[config.mk]
export PLATFORM = sky130hd
export DESIGN_NAME = sha1_block_absorber_core
export DESIGN_NICKNAME = d
export VERILOG_FILES = /design/src/sha1ba_pkg.sv /design/src/sha1ba_blk_mem.sv /design/src/sha1ba_chain_mem.sv /design/src/sha1ba_round.sv /design/src/sha1_block_absorber_core.sv
export VERILOG_INCLUDE_DIRS = /design/src /design/src/src
export SDC_FILE = /design/constraint.sdc
export NUM_CORES = 2
export LEC_CHECK = 0
export BUFFER_PORTS_ARGS = -buffer_cell sky130_fd_sc_hd__buf_2
export CORE_ASPECT_RATIO = 1.1
export CORE_MARGIN = 1.5
export CORE_UTILIZATION = 40
export CTS_CLUSTER_DIAMETER = 100
export CTS_CLUSTER_SIZE = 30
export DETAILED_ROUTE_END_ITERATION = 16
export GPL_ROUTABILITY_DRIVEN = 0
export GPL_TIMING_DRIVEN = 0
export SETUP_SLACK_MARGIN = 0.4
export SYNTH_ARGS = -nofsm -noshare
export SYNTH_HDL_FRONTEND = slang
export SYNTH_SLANG_ARGS = --single-unit
export TNS_END_PERCENT = 20
[constraint.sdc]
create_clock -name clk -period 28.7 [get_ports clk]
set_input_delay 2.87 -clock clk [delete_from_list [all_inputs] [get_ports clk]]
set_output_delay 2.87 -clock clk [all_outputs]
set_load 0.005 [all_outputs]
[src/sha1_block_absorber_core_defines.svh]
`ifndef SHA1_BLOCK_ABSORBER_CORE_DEFINES_SVH
`define SHA1_BLOCK_ABSORBER_CORE_DEFINES_SVH

// Concurrent checks on clk, held off during reset.
`define SHA1BA_ASSERT_NEVER(lbl, cond, msg) \
	lbl: assert property (@(posedge clk) disable iff (!arst_n) !(cond)) else $error(msg);

`define SHA1BA_ASSERT_IMPLIES(lbl, ante, cons, msg) \
	lbl: assert property (@(posedge clk) disable iff (!arst_n) (ante) |-> (cons)) \
		else $error(msg);

`endif

[src/sha1ba_pkg.sv]
`timescale 1ns / 1ps

package sha1ba_pkg;

	localparam int unsigned NUM_WORDS = 5;
	localparam int unsigned BLK_WORDS = 16;
	localparam int unsigned ROUNDS    = 80;

	typedef logic [31:0] word_t;
	typedef logic [2:0]  widx_t;
	typedef logic [6:0]  rnd_t;
	typedef logic [5:0]  pos_t;
	typedef logic [3:0]  maddr_t;

	localparam widx_t  LAST_IDX   = 3'd4;
	localparam widx_t  LOAD_DONE  = 3'd5;
	localparam pos_t   LAST_POS   = 6'd63;
	localparam rnd_t   LAST_RND   = 7'd79;
	localparam maddr_t LAST_MWORD = 4'd15;

	typedef enum logic [2:0] {
		ST_IDLE,
		ST_LOAD,
		ST_ROUND,
		ST_FRD,
		ST_FWR
	} state_t;

	typedef enum logic {
		KIND_START = 1'b0,
		KIND_DATA  = 1'b1
	} kind_t;

	typedef struct packed {
		word_t a;
		word_t b;
		word_t c;
		word_t d;
		word_t e;
	} work_t;

	typedef struct packed {
		logic  load_en;
		widx_t load_idx;
		logic  round_en;
		rnd_t  rnd;
	} rctl_t;

	function automatic word_t iv_word(widx_t idx);
		word_t v;
		case (idx)
			3'd0: v = 32'h67452301;
			3'd1: v = 32'hEFCDAB89;
			3'd2: v = 32'h98BADCFE;
			3'd3: v = 32'h10325476;
			3'd4: v = 32'hC3D2E1F0;
			default: v = '0;
		endcase
		return v;
	endfunction

	function automatic word_t round_k(rnd_t r);
		word_t k;
		if (r inside {[7'd0:7'd19]}) begin
			k = 32'h5A827999;
		end else if (r inside {[7'd20:7'd39]}) begin
			k = 32'h6ED9EBA1;
		end else if (r inside {[7'd40:7'd59]}) begin
			k = 32'h8F1BBCDC;
		end else begin
			k = 32'hCA62C1D6;
		end
		return k;
	endfunction

	function automatic word_t round_f(rnd_t r, word_t b, word_t c, word_t d);
		word_t f;
		if (r inside {[7'd0:7'd19]}) begin
			f = (b & c) | (~b & d);
		end else if (r inside {[7'd40:7'd59]}) begin
			f = (b & c) | (b & d) | (c & d);
		end else begin
			f = b ^ c ^ d;
		end
		return f;
	endfunction

endpackage

[src/sha1ba_blk_mem.sv]
`timescale 1ns / 1ps

module sha1ba_blk_mem (
	input  logic              clk,
	input  logic              we,
	input  sha1ba_pkg::pos_t  wpos,
	input  logic [7:0]        wbyte,
	input  logic              re,
	input  sha1ba_pkg::maddr_t raddr,
	output sha1ba_pkg::word_t rdata
);
	import sha1ba_pkg::*;

	word_t mem_q [BLK_WORDS];
	word_t rdata_q;

	// big-endian: byte 0 of a word sits in the top lane
	always_ff @(posedge clk) begin
		if (we) begin
			mem_q[wpos[5:2]][{~wpos[1:0], 3'b000} +: 8] <= wbyte;
		end
		if (re) begin
			rdata_q <= mem_q[raddr];
		end
	end

	assign rdata = rdata_q;

endmodule

[src/sha1ba_chain_mem.sv]
`timescale 1ns / 1ps

module sha1ba_chain_mem (
	input  logic              clk,
	input  logic              we,
	input  sha1ba_pkg::widx_t waddr,
	input  sha1ba_pkg::word_t wdata,
	input  logic              re,
	input  sha1ba_pkg::widx_t raddr,
	output sha1ba_pkg::word_t rdata
);
	import sha1ba_pkg::*;

	word_t mem_q [NUM_WORDS];
	word_t rdata_q;

	always_ff @(posedge clk) begin
		if (we) begin
			mem_q[waddr] <= wdata;
		end
		if (re) begin
			rdata_q <= mem_q[raddr];
		end
	end

	assign rdata = rdata_q;

endmodule

[src/sha1ba_round.sv]
`timescale 1ns / 1ps

module sha1ba_round (
	input  logic              clk,
	input  sha1ba_pkg::rctl_t ctl,
	input  sha1ba_pkg::word_t load_word,
	input  sha1ba_pkg::word_t msg_word,
	output sha1ba_pkg::work_t work
);
	import sha1ba_pkg::*;

	work_t work_q;
	word_t win_q [BLK_WORDS];
	word_t w_mix;
	word_t w_cur;
	word_t t_sum;

	always_comb begin
		w_mix = win_q[13] ^ win_q[8] ^ win_q[2] ^ win_q[0];
		if (ctl.rnd < rnd_t'(BLK_WORDS)) begin
			w_cur = msg_word;
		end else begin
			w_cur = {w_mix[30:0], w_mix[31]};
		end
		t_sum = {work_q.a[26:0], work_q.a[31:27]}
			+ round_f(ctl.rnd, work_q.b, work_q.c, work_q.d)
			+ work_q.e + round_k(ctl.rnd) + w_cur;
	end

	always_ff @(posedge clk) begin
		if (ctl.load_en) begin
			case (ctl.load_idx)
				3'd0: work_q.a <= load_word;
				3'd1: work_q.b <= load_word;
				3'd2: work_q.c <= load_word;
				3'd3: work_q.d <= load_word;
				3'd4: work_q.e <= load_word;
				default: ;
			endcase
		end else if (ctl.round_en) begin
			work_q.a <= t_sum;
			work_q.b <= work_q.a;
			work_q.c <= {work_q.b[1:0], work_q.b[31:2]};
			work_q.d <= work_q.c;
			work_q.e <= work_q.d;
			for (int i = 0; i < BLK_WORDS - 1; i++) begin
				win_q[i] <= win_q[i + 1];
			end
			win_q[BLK_WORDS - 1] <= w_cur;
		end
	end

	assign work = work_q;

endmodule

[src/sha1_block_absorber_core.sv]
// SHA-1 block absorber: one message byte per request, one full 80-round
// compression each time the 64-byte block fills.
// Byte channel (byte_valid/byte_stall, kind, data_byte): kind 0 starts a new
// message (initial chaining words, position 0), kind 1 stores data_byte at
// the current position. Bytes are taken one per cycle while idle.
// Word channel (word_valid/word_stall, word_index, chain_word, last_word):
// after the 64th byte the block stalls the byte channel, loads the chaining
// words, runs 80 rounds at one round per cycle, then reads, adds and
// writes back each chaining word through the chaining memory, a read in
// ST_FRD and an add and write in ST_FWR per word. Words follow in index
// order 0 to 4; last_word marks word 4.
// A stalled word holds in the output register and the block waits before
// writing back the next word; the byte channel stays stalled until the
// fifth word is in the output register.
// Reset: position 0, chaining words read as the initial values, no word
// pending; no clearing pass is needed.
`timescale 1ns / 1ps
`include "sha1_block_absorber_core_defines.svh"

module sha1_block_absorber_core (
	input  logic              clk,
	input  logic              arst_n,
	input  logic              byte_valid,
	output logic              byte_stall,
	input  logic              kind,
	input  logic [7:0]        data_byte,
	output logic              word_valid,
	input  logic              word_stall,
	output logic [2:0]        word_index,
	output logic [31:0]       chain_word,
	output logic              last_word
);
	import sha1ba_pkg::*;

	state_t state_q;
	state_t state_nx;
	widx_t  ld_cnt_q;
	rnd_t   rnd_q;
	widx_t  wsel_q;
	pos_t   pos_q;
	logic   iv_pend_q;

	logic   word_valid_q;
	widx_t  word_index_q;
	word_t  chain_word_q;
	logic   last_word_q;

	logic   byte_acc;
	logic   data_acc;
	logic   slot_free;
	logic   out_load;
	logic   ch_re;
	widx_t  ch_raddr;
	logic   ch_we;
	word_t  ch_rdata;
	logic   bm_re;
	maddr_t bm_raddr;
	word_t  bm_rdata;
	rctl_t  rctl;
	widx_t  prev_idx;
	widx_t  chain_idx;
	word_t  chain_val;
	word_t  work_sel;
	word_t  sum;
	work_t  work;

	assign byte_stall = (state_q != ST_IDLE);
	assign byte_acc   = byte_valid && !byte_stall;
	assign data_acc   = byte_acc && (kind_t'(kind) == KIND_DATA);
	assign slot_free  = !word_valid_q || !word_stall;
	assign prev_idx   = ld_cnt_q - 3'd1;

	sha1ba_blk_mem u_blk_mem (
		.clk   (clk),
		.we    (data_acc),
		.wpos  (pos_q),
		.wbyte (data_byte),
		.re    (bm_re),
		.raddr (bm_raddr),
		.rdata (bm_rdata)
	);

	sha1ba_chain_mem u_chain_mem (
		.clk   (clk),
		.we    (ch_we),
		.waddr (wsel_q),
		.wdata (sum),
		.re    (ch_re),
		.raddr (ch_raddr),
		.rdata (ch_rdata)
	);

	sha1ba_round u_round (
		.clk       (clk),
		.ctl       (rctl),
		.load_word (chain_val),
		.msg_word  (bm_rdata),
		.work      (work)
	);

	always_comb begin
		chain_idx = (state_q == ST_FWR) ? wsel_q : prev_idx;
		chain_val = iv_pend_q ? iv_word(chain_idx) : ch_rdata;
		case (wsel_q)
			3'd0: work_sel = work.a;
			3'd1: work_sel = work.b;
			3'd2: work_sel = work.c;
			3'd3: work_sel = work.d;
			default: work_sel = work.e;
		endcase
		sum = chain_val + work_sel;
	end

	always_ff @(posedge clk or negedge arst_n) begin
		if (!arst_n) begin
			state_q <= ST_IDLE;
		end else begin
			state_q <= state_nx;
		end
	end

	always_comb begin
		state_nx      = state_q;
		ch_re         = 1'b0;
		ch_raddr      = ld_cnt_q;
		ch_we         = 1'b0;
		bm_re         = 1'b0;
		bm_raddr      = '0;
		rctl          = '0;
		rctl.rnd      = rnd_q;
		rctl.load_idx = prev_idx;
		out_load      = 1'b0;
		case (state_q)
			ST_IDLE: begin
				if (data_acc && pos_q == LAST_POS) begin
					state_nx = ST_LOAD;
				end
			end
			ST_LOAD: begin
				if (ld_cnt_q != LOAD_DONE) begin
					ch_re = 1'b1;
				end
				if (ld_cnt_q != '0) begin
					rctl.load_en = 1'b1;
				end
				if (ld_cnt_q == LOAD_DONE) begin
					bm_re    = 1'b1;
					state_nx = ST_ROUND;
				end
			end
			ST_ROUND: begin
				rctl.round_en = 1'b1;
				if (rnd_q < rnd_t'(LAST_MWORD)) begin
					bm_re    = 1'b1;
					bm_raddr = maddr_t'(rnd_q + 7'd1);
				end
				if (rnd_q == LAST_RND) begin
					state_nx = ST_FRD;
				end
			end
			ST_FRD: begin
				ch_re    = 1'b1;
				ch_raddr = wsel_q;
				state_nx = ST_FWR;
			end
			ST_FWR: begin
				if (slot_free) begin
					out_load = 1'b1;
					ch_we    = 1'b1;
					state_nx = (wsel_q == LAST_IDX) ? ST_IDLE : ST_FRD;
				end
			end
			default: state_nx = ST_IDLE;
		endcase
	end

	always_ff @(posedge clk or negedge arst_n) begin
		if (!arst_n) begin
			ld_cnt_q     <= '0;
			rnd_q        <= '0;
			wsel_q       <= '0;
			pos_q        <= '0;
			iv_pend_q    <= 1'b1;
			word_valid_q <= 1'b0;
		end else begin
			ld_cnt_q <= (state_q == ST_LOAD) ? ld_cnt_q + 3'd1 : '0;
			rnd_q    <= (state_q == ST_ROUND) ? rnd_q + 7'd1 : '0;
			if (out_load) begin
				wsel_q <= (wsel_q == LAST_IDX) ? '0 : wsel_q + 3'd1;
			end
			if (byte_acc) begin
				pos_q <= data_acc ? pos_q + 6'd1 : '0;
			end
			if (byte_acc && !data_acc) begin
				iv_pend_q <= 1'b1;
			end else if (out_load && wsel_q == LAST_IDX) begin
				iv_pend_q <= 1'b0;
			end
			if (out_load) begin
				word_valid_q <= 1'b1;
			end else if (!word_stall) begin
				word_valid_q <= 1'b0;
			end
		end
	end

	always_ff @(posedge clk) begin
		if (out_load) begin
			word_index_q <= wsel_q;
			chain_word_q <= sum;
			last_word_q  <= (wsel_q == LAST_IDX);
		end
	end

	assign word_valid = word_valid_q;
	assign word_index = word_index_q;
	assign chain_word = chain_word_q;
	assign last_word  = last_word_q;

	`SHA1BA_ASSERT_IMPLIES(a_new_word_from_wb, $rose(word_valid_q), $past(state_q) == ST_FWR, "word appeared outside write-back")
	`SHA1BA_ASSERT_IMPLIES(a_last_flag, word_valid_q, last_word_q == (word_index_q == LAST_IDX), "last_word does not match word_index")
	`SHA1BA_ASSERT_IMPLIES(a_round_range, state_q == ST_ROUND, rnd_q < rnd_t'(ROUNDS), "round counter out of range")
	`SHA1BA_ASSERT_NEVER(a_pos_wrapped, state_q == ST_LOAD && ld_cnt_q == '0 && pos_q != '0, "position did not wrap on full block")

endmodule
==> summary by stage <==
Cells and area
The fill cell total of the finished layout is 13600. Measured on the finished design, the core utilization comes to 43.6%. Leaving out fill and tap cells, the most frequent cells in the layout are edfxtp_1 (1444), inv_1 (225), nand2_1 (203). The fraction of final layout cells sized beyond drive strength 1 is 11.9%. The final net count is 4041. Relative to the synthesized area, the layout overhead comes to 8.20%.

The library cell used most frequently in the layout, excluding fill and tap cells, is edfxtp_1.

Setup path
In this design, the largest share of critical-path delay is due to compound AO/OA/AOI/OAI gates. For the worst setup path, the data required time is 29170 ps. The type of origin of the critical path is a flip-flop.

Counting both buffers and inverters, the worst setup path holds a total of 5. The highest-delay cell along the critical path is buf_1. Walking the worst path, the cells encountered are buf_2, or3_4, nand2_1, inv_2, nand2_1, clkbuf_1, buf_1, o221a_2, fa_1, fa_1, inv_1, fa_1, fa_1, nor2b_1, o2111ai_1, a31o_2, a211oi_1, o32ai_2, o21ai_0, xnor2_1, a21boi_0. STA classifies the critical path endpoint as a flip-flop. By instance count, the cell type seen most on the critical path is fa_1.

The type of the worst setup path is reg -> reg. In this run the worst path has a maximum fanout of 10. The maximum single-stage delay on the critical path is 860 ps. STA puts the critical path data arrival time at 8990 ps.

GRT
The number of global-route vias before repair came to 32100. The initial antenna violation count was 4. The overall track demand over capacity in global routing is 18.7%. The first global-routing pass estimated 216000 um of wire. Global routing finished with a remaining overflow of 0. The maximum number of pins on one net before global-route repair is 140.

Placed design
OpenSTA, run right after detailed placement, puts the worst setup slack at 20390 ps. The total of buffers placed on input and output ports is 50. The detailed placer's ending HPWL is 103000 um.

Outcome
The flow ran to the end, and the final reports show no timing, DRC or antenna violations.

Clocking
The CTS root buffer is clkbuf_16. TritonCTS built the clock tree. The insertion delay to the later sink of the worst-skew pair is 750 ps. Counting the buffers created by CTS gives 57.

The tree built by TritonCTS fans out to 1468 sinks. The maximum number of buffers from clock root to sink is 3. The quantity of hold-fixing buffers added after cts is 0. Post-CTS timing repair inserted 0 buffers for setup. The number of gates resized after CTS was 0.

Clock-pin slew was measured on the worst setup and hold paths at 120 ps. The number of H-tree levels is 2.

Floorplan
The starting density of the core is 40.3%. 51 I/O pins were placed. The floorplan step defined a die boundary enclosing 158000 um^2.

The chip width is 379 um. The number of rows created at floorplan is 151. The height of the die is 416 um.

After floorplanning, the core was sized to cover 154000 um^2.

Power
The completed layout was analyzed and its total power is 3.42 mW. The worst ir drop on vdd is 61.9 uV. The leakage power is 22.2 nW. The share of total power dissipated in the clock network is 30.5%. Power spread over the standard cell area amounts to 50.9 nW/um^2. Of the total power, registers draw 68.4%.

Summed over all nets, the switching power comes to 688 uW. Of the total power, combinational logic draws 1.1%. Cell internal power was estimated by the tool at 2.73 mW. Net switching is 20.1% of the power.

Route
The first-pass iteration count of the detailed router is 6. After detailed routing, the number of remaining DRC violations is 0. Summed over all layers, the routed wires come to 148000 um. Summing over every cut layer, the via total after detailed routing is 32300.

The final routed wire length divided by cell count is 25.0 um. The via density per instance is 5.45. Once detail routing completed, the nets flagged for antenna violations numbered 0. After the first detailed-routing iteration, the DRC count stood at 3818.

STA
The final setup slack of the worst path is 20190 ps. The count of final hold-check violations is 0. The maximum clock skew at final layout is 55.8 ps.

The max-slew violation count came to 0. The worst path uses 29.7% of the clock period. Setup total negative slack on the finished layout was measured at 0 ps. Setup repair after global routing left no endpoint under its margin. For the pin with the worst max-slew slack, the measured transition is 1350 ps. The clock period could shrink to 8510 ps. For this run, the top clock speed supported by timing is 117 MHz. Setup violations remaining at the end of the flow were counted as 0. The worst-case headroom to the max-slew limit is 9.01%.

Yosys
After synthesis the cells add up to 62100 um^2. The number of distinct library cells after synthesis is 81. Of all flip-flops after synthesis, the portion carrying an async set or reset was 1.63%. The average instance in the mapped netlist occupies 16.9 um^2. Yosys printed 0 warnings. When the netlist entered floorplanning its net count stood at 3896. In this run, synthesis inferred 1444 flip-flops with an integrated enable. The synthesized design contains 1468 register bits. Synthesis handed over a netlist of 3677 instances. The share of the Yosys chip area taken by registers is 70.8%.

The most used flip-flop cell after synthesis is edfxtp_1.

Job
The tool flagged a number of max-cap violations equal to 0.

Min path
The path class of the tightest hold or removal check is reg -> reg.
synthesized netlist by cell type, drive strengths merged, types with 4 or more instances:
library cell  instances  area (um^2)
edfxtp             1444        43400
inv                 229          860
nand2               206          773
nor2                170          638
mux4                160         3600
xnor2               135         1180
o21a                118          886
o21ai               118          591
fa                  112         2240
clkbuf              100          377
ha                   94         1180
and2                 75          474
a31oi                74          463
a22oi                63          473
a21oi                57          285
a21boi               46          345
a211oi               45          440
buf                  45          379
mux2                 39          439
nand2b               36          225
mux2i                34          369
nand3                29          145
a21o                 26          195
dfrtp                23          576
xor2                 21          184
nor3                 20          111
nor2b                17          106
and3                 13         81.3
o221ai               10         87.6
nor4                  9         56.3
o221a                 9          101
o21bai                8         60.1
o22ai                 8         50.1
or3                   8         55.1
o31ai                 7         57.6
a221oi                6         52.6
nor3b                 6         50.1
o211ai                6         45.0
nand4                 5         31.3
or2                   5         31.3
a211o                 4         35.0
cell families after synthesis:
group	Yosys count	share of synthesized area, %
buffers and inverters	374	2.60
flip-flops	1468	70.8
AND/OR/NAND/NOR	610	4.63
XOR/XNOR	156	2.20
multiplexers	233	7.11
adder cells (fa/ha/maj)	206	5.51
AO/OA/AOI/OAI	630	7.11
metrics by stage:
stage | hold slack (ps) | instance area [um^2] | instances
floorplan | 400 | 62100 | 3677
global placement | 400 | 64900 | 5792
detailed placement | 405 | 65400 | 5828
CTS | 396 | 67100 | 5919
global route | 416 | 67100 | 5921
finish | 422 | 67200 | 5923
sequential cells by signal, summed over array words and instances (netlist names), 6 cells and up:
signal	flops
chain_word	32
pos_q	6
rnd_q	7
u_blk_mem.mem_q	512
u_blk_mem.rdata	32
u_chain_mem.mem_q	160
u_chain_mem.rdata	32
u_round.win_q	512
u_round.work	160
routing by layer:
| metal | part of all wire [%] | track usage, % | vias up |
|---|---|---|---|
| met3 | 6.1 | 2.80 | 214 |
| met2 | 46 | 29.3 | 1020 |
| met5 | 0.0088 | 0 | - |
| met1 | 44 | 26.7 | 16800 |
| li1 | - | - | 14200 |
| met4 | 3.6 | 6.30 | 2 |
power groups by stage:
stage	Clock (mW)	Sequential (mW)	Combinational [mW]
final	1.04	2.34	0.0376
after global routing	1.13	2.34	0.0415
after CTS	1.07	2.34	0.0376
after detailed placement	0	2.39	0.0375
after global placement	0	2.39	0.0356
after floorplan	0	2.39	0.0207
final cells by class:
type / count / area, um^2 / area share [%]
buffer: 145 / 756 / 1.13
timing repair buffer: 86 / 707 / 1.05
antenna: 4 / 10.0 / 0.0149
clock inverter: 11 / 166 / 0.248
sequential: 1468 / 44000 / 65.5
clock buffer: 80 / 1530 / 2.28
inverter: 229 / 867 / 1.29
multi-input combinational: 1835 / 16600 / 24.7
tap: 2065 / 2580 / 3.85
worst paths after layout:
kind | startpoint | end | slack (ps) | cells past startpoint
setup / recovery | rnd_q[5] | u_round.work[157] | 20190 | 21
hold / removal | u_round.win_q[1][194] | u_round.win_q[1][162] | 420 | 0
setup reg to reg | rnd_q[5] | u_round.work[157] | 20190 | 21
hold reg to reg | u_round.win_q[1][194] | u_round.win_q[1][162] | 420 | 0
max in group asynchronous | arst_n | rnd_q[3] | 26150 | 1
min in group asynchronous | arst_n | pos_q[2] | 2120 | 1
worst reg2reg max path, stage by stage, from the launching register on:
cell,delay (ps)
dfrtp_1,380
buf_2,160
or3_4,430
nand2_1,510
inv_2,290
nand2_1,210
clkbuf_1,810
buf_1,870
o221a_2,390
fa_1,440
fa_1,500
inv_1,50
fa_1,480
fa_1,430
nor2b_1,190
o2111ai_1,200
a31o_2,310
a211oi_1,610
o32ai_2,230
o21ai_0,460
xnor2_1,210
a21boi_0,110
Note: power is estimated with default switching activity, not from simulation.
